<file path="src/rtl/core/mbx_pkg.sv">
`timescale 1ns / 1ps
// Shared types, codes and constants for the mailbox exchange sequencer.
// Used by mbx_step and the top level; no dependencies of its own.
package mbx_pkg;

    // Command codes
    localparam logic [1:0] CMD_TICK  = 2'd0;
    localparam logic [1:0] CMD_QUEUE = 2'd1;
    localparam logic [1:0] CMD_RESET = 2'd2;

    // Transport poll codes
    localparam logic [1:0] TS_BUSY     = 2'd0;
    localparam logic [1:0] TS_COMPLETE = 2'd1;

    // Exchange phases
    localparam logic [2:0] PH_CTRL_QUEUE  = 3'd0;
    localparam logic [2:0] PH_CTRL_WAIT   = 3'd1;
    localparam logic [2:0] PH_READ_WAIT   = 3'd2;
    localparam logic [2:0] PH_WRITE_WAIT  = 3'd3;
    localparam logic [2:0] PH_STATUS_WAIT = 3'd4;

    // Event codes
    localparam logic [2:0] EV_NONE    = 3'd0;
    localparam logic [2:0] EV_FAILED  = 3'd1;
    localparam logic [2:0] EV_READ    = 3'd2;
    localparam logic [2:0] EV_WRITTEN = 3'd3;
    localparam logic [2:0] EV_STATUS  = 3'd4;

    // Request kinds
    localparam logic [2:0] RQ_NONE    = 3'd0;
    localparam logic [2:0] RQ_CONTROL = 3'd1;
    localparam logic [2:0] RQ_STATUS  = 3'd2;
    localparam logic [2:0] RQ_PREAD   = 3'd3;
    localparam logic [2:0] RQ_PWRITE  = 3'd4;

    // Remote record offsets and sizes
    localparam logic [7:0]  OFS_PAYLOAD     = 8'h80;
    localparam logic [7:0]  OFS_LENGTH      = 8'h81;
    localparam logic [7:0]  OFS_CONTROL     = 8'h82;
    localparam logic [7:0]  OFS_STATUS      = 8'h90;
    localparam logic [15:0] RECORD_BYTES    = 16'd4;
    localparam logic [7:0]  RETRY_THRESHOLD = 8'd1;
    localparam logic [7:0]  RETRY_MAX       = 8'd255;

    // Configuration register indexes
    localparam int unsigned CFG_IDX_W = 3;
    localparam logic [CFG_IDX_W-1:0] CFG_RD_BUF_LIMIT   = 3'd0;
    localparam logic [CFG_IDX_W-1:0] CFG_MAX_WRITE_LEN  = 3'd1;
    localparam logic [CFG_IDX_W-1:0] CFG_STATUS_MASK    = 3'd2;
    localparam logic [CFG_IDX_W-1:0] CFG_RETRY_CODE     = 3'd3;
    localparam logic [CFG_IDX_W-1:0] CFG_READY_MASK     = 3'd4;

    // Configuration reset values
    localparam logic [15:0] RST_RD_BUF_LIMIT  = 16'd256;
    localparam logic [15:0] RST_MAX_WRITE_LEN = 16'd256;
    localparam logic [7:0]  RST_STATUS_MASK   = 8'd3;
    localparam logic [7:0]  RST_RETRY_CODE    = 8'd1;
    localparam logic [7:0]  RST_READY_MASK    = 8'h80;

    typedef struct packed {
        logic [15:0] rd_buf_limit;
        logic [15:0] max_write_length;
        logic [7:0]  status_field_mask;
        logic [7:0]  retry_code;
        logic [7:0]  payload_ready_mask;
    } cfg_t;

    typedef struct packed {
        logic [2:0]  phase;
        logic [7:0]  retry_count;
        logic        write_pending;
        logic [7:0]  pending_tag;
        logic [15:0] pending_length;
        logic [15:0] rd_xfer_len;
    } xchg_state_t;

    typedef struct packed {
        logic [1:0]  cmd;
        logic [1:0]  transport_state;
        logic        queue_accepted;
        logic [31:0] read_data;
        logic [7:0]  write_tag;
        logic [15:0] write_length_in;
    } item_t;

    typedef struct packed {
        logic [2:0]  event_res;
        logic [15:0] payload_bytes;
        logic [31:0] status_word;
        logic [2:0]  request_kind;
        logic [7:0]  request_offset;
        logic [15:0] request_length;
        logic [7:0]  request_tag;
        logic        queue_ok;
    } result_t;

endpackage

</file>
<file path="src/rtl/core/mbx_step.sv">
`timescale 1ns / 1ps
// Next-state and result logic for one sequencer item.
// Depends on mbx_pkg for codes, state, item and result types.
module mbx_step import mbx_pkg::*; (
    input  cfg_t        cfg,
    input  xchg_state_t state_cur,
    input  item_t       item,
    output xchg_state_t state_next,
    output result_t     result
);

    always_comb begin
        logic [7:0]  flags;
        logic [15:0] plen;
        logic [7:0]  retry_inc;
        logic        reject;

        flags     = item.read_data[31:24];
        plen      = item.read_data[15:0];
        retry_inc = (state_cur.retry_count == RETRY_MAX) ? RETRY_MAX
                                                         : state_cur.retry_count + 8'd1;
        reject    = (item.write_tag == 8'd0) || (item.write_length_in == 16'd0) ||
                    (item.write_length_in > cfg.max_write_length) ||
                    (state_cur.write_pending &&
                     ((item.write_tag != state_cur.pending_tag) ||
                      (state_cur.phase == PH_WRITE_WAIT)));

        state_next = state_cur;
        result     = '0;

        unique case (item.cmd)
            CMD_RESET: begin
                state_next = '0;
            end
            CMD_QUEUE: begin
                // Take the packet only under the pending and length rules
                if (!reject) begin
                    state_next.write_pending  = 1'b1;
                    state_next.pending_tag    = item.write_tag;
                    state_next.pending_length = item.write_length_in;
                    result.queue_ok           = 1'b1;
                end
            end
            CMD_TICK: begin
                if (state_cur.phase == PH_CTRL_QUEUE) begin
                    // Present the control record read
                    result.request_kind   = RQ_CONTROL;
                    result.request_offset = OFS_CONTROL;
                    result.request_length = RECORD_BYTES;
                    if (item.queue_accepted) begin
                        state_next.phase = PH_CTRL_WAIT;
                    end
                end else if (item.transport_state == TS_BUSY) begin
                    // Hold while the transport works
                end else if (item.transport_state != TS_COMPLETE) begin
                    state_next.phase = PH_CTRL_QUEUE;
                    result.event_res = EV_FAILED;
                end else if (state_cur.phase == PH_READ_WAIT) begin
                    state_next.phase     = PH_CTRL_QUEUE;
                    result.event_res     = EV_READ;
                    result.payload_bytes = state_cur.rd_xfer_len;
                end else if (state_cur.phase == PH_WRITE_WAIT) begin
                    state_next.phase          = PH_CTRL_QUEUE;
                    state_next.write_pending  = 1'b0;
                    state_next.pending_tag    = 8'd0;
                    state_next.pending_length = 16'd0;
                    result.event_res          = EV_WRITTEN;
                end else if (state_cur.phase == PH_STATUS_WAIT) begin
                    state_next.phase   = PH_CTRL_QUEUE;
                    result.event_res   = EV_STATUS;
                    result.status_word = item.read_data;
                end else if ((flags & cfg.status_field_mask) == cfg.retry_code) begin
                    // Retry: read status only from the second retry in a row
                    state_next.phase       = PH_CTRL_QUEUE;
                    state_next.retry_count = retry_inc;
                    if (retry_inc > RETRY_THRESHOLD) begin
                        result.request_kind   = RQ_STATUS;
                        result.request_offset = OFS_STATUS;
                        result.request_length = RECORD_BYTES;
                        if (item.queue_accepted) begin
                            state_next.retry_count = 8'd0;
                            state_next.phase       = PH_STATUS_WAIT;
                        end
                    end
                end else if ((flags & cfg.payload_ready_mask) != 8'd0) begin
                    state_next.retry_count = 8'd0;
                    state_next.phase       = PH_CTRL_QUEUE;
                    if (plen > cfg.rd_buf_limit) begin
                        result.event_res = EV_FAILED;
                    end else begin
                        result.request_kind   = RQ_PREAD;
                        result.request_offset = OFS_PAYLOAD;
                        result.request_length = plen;
                        if (item.queue_accepted) begin
                            state_next.rd_xfer_len = plen;
                            state_next.phase       = PH_READ_WAIT;
                        end else begin
                            result.event_res = EV_FAILED;
                        end
                    end
                end else if (state_cur.write_pending) begin
                    state_next.retry_count = 8'd0;
                    state_next.phase       = PH_CTRL_QUEUE;
                    result.request_kind    = RQ_PWRITE;
                    result.request_offset  = OFS_PAYLOAD;
                    result.request_length  = state_cur.pending_length;
                    result.request_tag     = state_cur.pending_tag;
                    if (item.queue_accepted) begin
                        state_next.phase = PH_WRITE_WAIT;
                    end else begin
                        result.event_res = EV_FAILED;
                    end
                end else begin
                    // Nothing to do: poll again
                    state_next.retry_count = 8'd0;
                    state_next.phase       = PH_CTRL_QUEUE;
                end
            end
            default: begin
                // Unused command: no effect
            end
        endcase
    end

endmodule

</file>
<file path="src/rtl/core/mailbox_exchange_sequencer_unit.sv">
`timescale 1ns / 1ps
// Mailbox exchange sequencer: polls a remote mailbox through a shared transport.
// Depends on mbx_pkg and mbx_step.
//
// Input channel (s_*): one item per step, a command plus the transport poll
// results. Result channel (m_*): exactly one result item per input item,
// carrying the event and the request presented to the transport this step.
// Configuration: cfg_we writes cfg_wdata into register cfg_index (0 read
// capacity, 1 max write length, 2 status mask, 3 retry code, 4 ready mask);
// write only while the block is idle. Unknown indexes are ignored.
//
// The item's result is in the output register the cycle after acceptance.
// Throughput is one item per cycle while the receiver takes results, set by
// the single output register; the exchange state updates at the same edge.
// When the receiver stalls, the output register holds its item and s_ready
// drops until it is taken; s_ready stays high while the register is empty or
// being drained in the same cycle.
// Synchronous reset (aresetn low) clears the exchange state, empties the
// output register and loads the configuration reset values.
module mailbox_exchange_sequencer_unit import mbx_pkg::*; (
    input  logic                 aclk,
    input  logic                 aresetn,

    input  logic                 cfg_we,
    input  logic [CFG_IDX_W-1:0] cfg_index,
    input  logic [15:0]          cfg_wdata,

    input  logic                 s_valid,
    output logic                 s_ready,
    input  logic [1:0]           s_cmd,
    input  logic [1:0]           s_transport_state,
    input  logic                 s_queue_accepted,
    input  logic [31:0]          s_read_data,
    input  logic [7:0]           s_write_tag,
    input  logic [15:0]          s_write_length_in,

    output logic                 m_valid,
    input  logic                 m_ready,
    output logic [2:0]           m_event_res,
    output logic [15:0]          m_payload_bytes,
    output logic [31:0]          m_status_word,
    output logic [2:0]           m_request_kind,
    output logic [7:0]           m_request_offset,
    output logic [15:0]          m_request_length,
    output logic [7:0]           m_request_tag,
    output logic                 m_queue_ok
);

    cfg_t        cfg_reg;
    xchg_state_t state_reg;
    xchg_state_t state_next;
    item_t       item;
    result_t     step_result;
    result_t     result_reg;
    logic        m_valid_reg;
    logic        s_fire;

    assign s_ready = !m_valid_reg || m_ready;
    assign s_fire  = s_valid && s_ready;

    assign item = '{cmd:             s_cmd,
                    transport_state: s_transport_state,
                    queue_accepted:  s_queue_accepted,
                    read_data:       s_read_data,
                    write_tag:       s_write_tag,
                    write_length_in: s_write_length_in};

    // Configuration registers
    always_ff @(posedge aclk) begin
        if (!aresetn) begin
            cfg_reg.rd_buf_limit       <= RST_RD_BUF_LIMIT;
            cfg_reg.max_write_length   <= RST_MAX_WRITE_LEN;
            cfg_reg.status_field_mask  <= RST_STATUS_MASK;
            cfg_reg.retry_code         <= RST_RETRY_CODE;
            cfg_reg.payload_ready_mask <= RST_READY_MASK;
        end else if (cfg_we) begin
            unique case (cfg_index)
                CFG_RD_BUF_LIMIT:  cfg_reg.rd_buf_limit       <= cfg_wdata;
                CFG_MAX_WRITE_LEN: cfg_reg.max_write_length   <= cfg_wdata;
                CFG_STATUS_MASK:   cfg_reg.status_field_mask  <= cfg_wdata[7:0];
                CFG_RETRY_CODE:    cfg_reg.retry_code         <= cfg_wdata[7:0];
                CFG_READY_MASK:    cfg_reg.payload_ready_mask <= cfg_wdata[7:0];
                default: begin
                end
            endcase
        end
    end

    mbx_step u_step (
        .cfg        (cfg_reg),
        .state_cur  (state_reg),
        .item       (item),
        .state_next (state_next),
        .result     (step_result)
    );

    // Advance the exchange state on each accepted item
    always_ff @(posedge aclk) begin
        if (!aresetn) begin
            state_reg <= '0;
        end else if (s_fire) begin
            state_reg <= state_next;
        end
    end

    // Output register: load on accept, drop when taken
    always_ff @(posedge aclk) begin
        if (!aresetn) begin
            m_valid_reg <= 1'b0;
        end else if (s_fire) begin
            m_valid_reg <= 1'b1;
        end else if (m_ready) begin
            m_valid_reg <= 1'b0;
        end
    end

    always_ff @(posedge aclk) begin
        if (s_fire) begin
            result_reg <= step_result;
        end
    end

    assign m_valid          = m_valid_reg;
    assign m_event_res      = result_reg.event_res;
    assign m_payload_bytes  = result_reg.payload_bytes;
    assign m_status_word    = result_reg.status_word;
    assign m_request_kind   = result_reg.request_kind;
    assign m_request_offset = result_reg.request_offset;
    assign m_request_length = result_reg.request_length;
    assign m_request_tag    = result_reg.request_tag;
    assign m_queue_ok       = result_reg.queue_ok;

    // A reset command leaves a clean exchange
    assert property (@(posedge aclk) disable iff (!aresetn)
        (s_fire && s_cmd == CMD_RESET) |=>
            (state_reg.phase == PH_CTRL_QUEUE && !state_reg.write_pending))
        else $error("exchange not cleared by reset command");

    // A written event retires the pending packet
    assert property (@(posedge aclk) disable iff (!aresetn)
        (s_fire && step_result.event_res == EV_WRITTEN) |=> !state_reg.write_pending)
        else $error("pending packet kept after write completed");

    // Phase stays within the defined codes
    assert property (@(posedge aclk) disable iff (!aresetn)
        state_reg.phase <= PH_STATUS_WAIT)
        else $error("phase out of range");

    // No tag is held without a pending packet
    assert property (@(posedge aclk) disable iff (!aresetn)
        !state_reg.write_pending |-> (state_reg.pending_tag == 8'd0))
        else $error("stale pending tag");

    // A tag goes out only with a payload write request
    assert property (@(posedge aclk) disable iff (!aresetn)
        (m_valid && m_request_tag != 8'd0) |-> (m_request_kind == RQ_PWRITE))
        else $error("tag on a request that is not a payload write");

endmodule

</file>
<file path="config.mk">
export PLATFORM = sky130hd
export DESIGN_NAME = mailbox_exchange_sequencer_unit
export DESIGN_NICKNAME = d
export VERILOG_FILES = /design/src/rtl/core/mbx_pkg.sv /design/src/rtl/core/mbx_step.sv /design/src/rtl/core/mailbox_exchange_sequencer_unit.sv
export SDC_FILE = /design/constraint.sdc
export NUM_CORES = 1
export LEC_CHECK = 0
export BUFFER_PORTS_ARGS = -buffer_cell sky130_fd_sc_hd__clkbuf_2
export CORE_MARGIN = 2
export CORE_UTILIZATION = 55
export DETAILED_ROUTE_END_ITERATION = 12
export PLACE_DENSITY = 0.83
export SETUP_SLACK_MARGIN = 0.4
export SLEW_MARGIN = 20
export SYNTH_ARGS = -nofsm -noshare
export SYNTH_HDL_FRONTEND = slang
export SYNTH_SLANG_ARGS = --single-unit
</file>
<file path="constraint.sdc">
create_clock -name aclk -period 4.35 [get_ports aclk]
set_clock_uncertainty 0.1 [all_clocks]
set_input_delay 0.87 -clock aclk [delete_from_list [all_inputs] [get_ports aclk]]
set_output_delay 0.87 -clock aclk [all_outputs]
set_load 0.02 [all_outputs]
</file>
==> results.sh <==
export IMPL_fin_crit_sh_pct=75.1
export IMPL_start_util_pct=56.4
export IMPL_synth_commonest_cells="nand2_1, dfxtp_1, edfxtp_1"
export IMPL_path_buf_inv=1
export IMPL_pwr_share_comb_pct=9.2
export IMPL_grt_pass1_vias=6288
export IMPL_ys_warn_count=0
export IMPL_status="finished, final reports clean"
export IMPL_slew_viol_final=0
export IMPL_hpwl_um=14900
export IMPL_crit_type="primary input to register"
export IMPL_wl_um=20500
export IMPL_port_buffers=168
export IMPL_synth_area_leaders="edfxtp_1, dfxtp_1, nand2_1, a22o_1, ha_1"
export IMPL_yosysSeqAreaShare_pct=54.2
export IMPL_synth_xor_area_share_pct=0.817
export IMPL_p_leak_nw=4.19
export IMPL_yosysTopAreaCellShare_pct=28.7
export IMPL_finalCriticalPeriod_ns=3.27
export IMPL_grt_pass1_wl_um=32200
export IMPL_wl_met3_um=1470
export IMPL_cts_root_buf="clkbuf_16"
export IMPL_rows=45
export IMPL_rsz0062_at_grt="no"
export IMPL_clk_pin_slew_ns=0.07
export IMPL_dpl_cell_area_um2=9550
export IMPL_slew_headroom_pct=35.6
export IMPL_h_tree_depth=4
export IMPL_critPathTopFamily="compound AO/OA/AOI/OAI gates"
export IMPL_ys_flop_type="dfxtp_1"
export IMPL_synth_simple_gate_area_share_pct=18.5
export IMPL_synth_seq_cells=191
export IMPL_gp_congestion=0.881
export IMPL_synth_fa_ha_area_share_pct=4.81
export IMPL_post_cts_buffers=0
export IMPL_synthArstFlopShare_pct=0
export IMPL_top_layer="met4"
export IMPL_grt_max_degree=74
export IMPL_die_area_um2=16600
export IMPL_setup_violations=0
export IMPL_final_nets=1107
export IMPL_grt_use_total_pct=25.0
export IMPL_worst_slew_pin_slew_ns=0.967
export IMPL_worstPathArrival_ns=3.54
export IMPL_drt_first_pass_iters=6
export IMPL_cpMaxStageDelayCell="nor4_4"
export IMPL_p_seq_share_pct=50.3
export IMPL_tritoncts="done"
export IMPL_cts_resized_gates=0
export IMPL_p_per_area_nw_per_um2=381
export IMPL_syn_avg_cell_area_um2=10.3
export IMPL_swShare_pct=24.6
export IMPL_final_area_um2=10200
export IMPL_area_growth_pct=18.5
export IMPL_clockPowerShare_pct=40.5
export IMPL_synth_compound_area_share_pct=17.3
export IMPL_drv_cap=0
export IMPL_cts_buffers=17
export IMPL_fmax_mhz=306
export IMPL_post_synth_top_count_cell="nand2_1"
export IMPL_vias_per_cell=5.74
export IMPL_largest_reg_flops=56
export IMPL_synthMuxAreaShare_pct=0.248
export IMPL_max_stage_delay_ns=0.80
export IMPL_cp_start_kind="primary input"
export IMPL_drcViolationCount=0
export IMPL_post_drt_wl_per_cell_um=17.2
export IMPL_grt_ovfl_total=0
export IMPL_antenna_found_initial=0
export IMPL_via_count=6830
export IMPL_switchingPower_w=0.000951
export IMPL_drtIter0Drc=660
export IMPL_synth_edff_count=82
export IMPL_io_pins=174
export IMPL_core_um2=15200
export IMPL_fillerInstances=1168
export IMPL_met2_length_um=9060
export IMPL_seqCellArea_um2=4640
export IMPL_drive_gt1_share_pct=22.3
export IMPL_numClockSinks=191
export IMPL_diodes=0
export IMPL_holdBufCountCts=0
export IMPL_cp_end_kind="register"
export IMPL_drt_met1_wl_um=9200
export IMPL_cp_max_fo=15
export IMPL_worstPathCellList="clkbuf_2 > ha_1 > a21oi_1 > o21a_1 > nor3_1 > a2111oi_2 > o21ai_2 > nor4_4 > a22o_1"
export IMPL_netlist_area_um2=8580
export IMPL_netlist_instances=830
export IMPL_multi_input_area_um2=3600
export IMPL_die_width_um=129
export IMPL_ant_nets=0
export IMPL_worstSkewPairLatency_ns=0.43
export IMPL_timing_final_hold_violations=0
export IMPL_yosysTopAreaCell="edfxtp_1"
export IMPL_yosysUniqueCellTypes=64
export IMPL_cp_required_ns=4.62
export IMPL_peakVddDrop_v=0.000280
export IMPL_clockBufferDepth=2
export IMPL_synth_top_family_by_area="simple AND/OR/NAND/NOR gates"
export IMPL_setup_tns_ns=0
export IMPL_dieHeight_um=129
export IMPL_intPower_w=0.00291
export IMPL_hold_class="register to register"
==> layout by cell type (no fill, tap or decap), types with 4 or more instances in the layout <==
cell and n:
buf_4 10, a21o_1 7, xor2_1 8, o211ai_1 5, a22o_1 54, and3_1 10, nand3_1 23, o21ai_1 8
a21boi_0 53, inv_6 4, ha_1 33, nor2b_1 7, or3_1 6, and2_1 57, conb_1 5, edfxtp_1 82
nand2_1 143, nand4_1 10, clkbuf_2 168, a22oi_1 6, nor4_1 13, a21oi_1 29, nor2_1 12, o21ai_0 7
dfxtp_1 109, inv_1 42, clkbuf_16 20, nor3_1 7, nand2b_1 5
==> cell type report <==
type                    instances  share of cell area [%]
inverters                      42                    1.56
clock buffers                  20                    4.93
flip-flops and latches        191                    45.7
clock inverters                12                    1.05
multi-input cells             559                    35.4
repair buffers                178                    9.02
well taps                     188                    2.32
==> through the flow <==
stage	util [%]	instances	setup slack, ns	hold WS [ns]	power [W]
6_report	66.8	1190	1.08	0.366	0.00387
5_1_grt	66.8	1190	0.823	0.382	0.00399
4_1_cts	66.8	1190	1.07	0.367	0.00388
3_5_place_dp	62.8	1158	0.623	0.346	0.00233
3_3_place_gp	62.8	1158	0.739	0.349	0.00233
2_1_floorplan	-	834	0.486	0.334	0.00218
==> power by group through the flow <==
stage,logic [W],registers [W],clock network (W)
5_1_grt,0.000388,0.00195,0.00166
3_3_place_gp,0.000346,0.00198,0
2_1_floorplan,0.000156,0.00203,0
4_1_cts,0.000353,0.00194,0.00158
6_report,0.000356,0.00194,0.00157
3_5_place_dp,0.000351,0.00198,0
==> worst register-to-register path, delay by kind of cell, from the launching register on <==
| family | cells | cell delay, ns |
|---|---|---|
| AO/OA/AOI/OAI | 5 | 1.37 |
| adder cells (fa/ha/maj) | 1 | 0.31 |
| buffers and inverters | 1 | 0.06 |
| flip-flops | 1 | 0.33 |
| AND/OR/NAND/NOR | 2 | 0.85 |
==> per-layer routing <==
metal  GRT usage (%)  up-vias
li1                -     3287
met1            34.9     3179
met2            37.7      308
met3            4.66       56
met4            12.1        0
met5               0        -
==> final timing paths <==
path	to	from	cells past startpoint	slack, ns
worst max-delay path	state_reg[11]	s_read_data[7]	9	1.08
worst min-delay path	cfg_reg[30]	cfg_reg[30]	2	0.37
worst max register to register	state_reg[11]	cfg_reg[47]	9	1.27
worst min register to register	cfg_reg[30]	cfg_reg[30]	2	0.37
==> cell families (layout without fill, tap and decap cells) <==
family | Yosys count | in the layout
other cells | 1 | 5
flops | 191 | 191
buf+inv | 84 | 252
simple gates | 313 | 313
mux | 2 | 2
xor+xnor | 8 | 8
compound gates | 198 | 198
fa+ha+maj | 33 | 33
No activity file was read; power rests on OpenSTA's default activity.
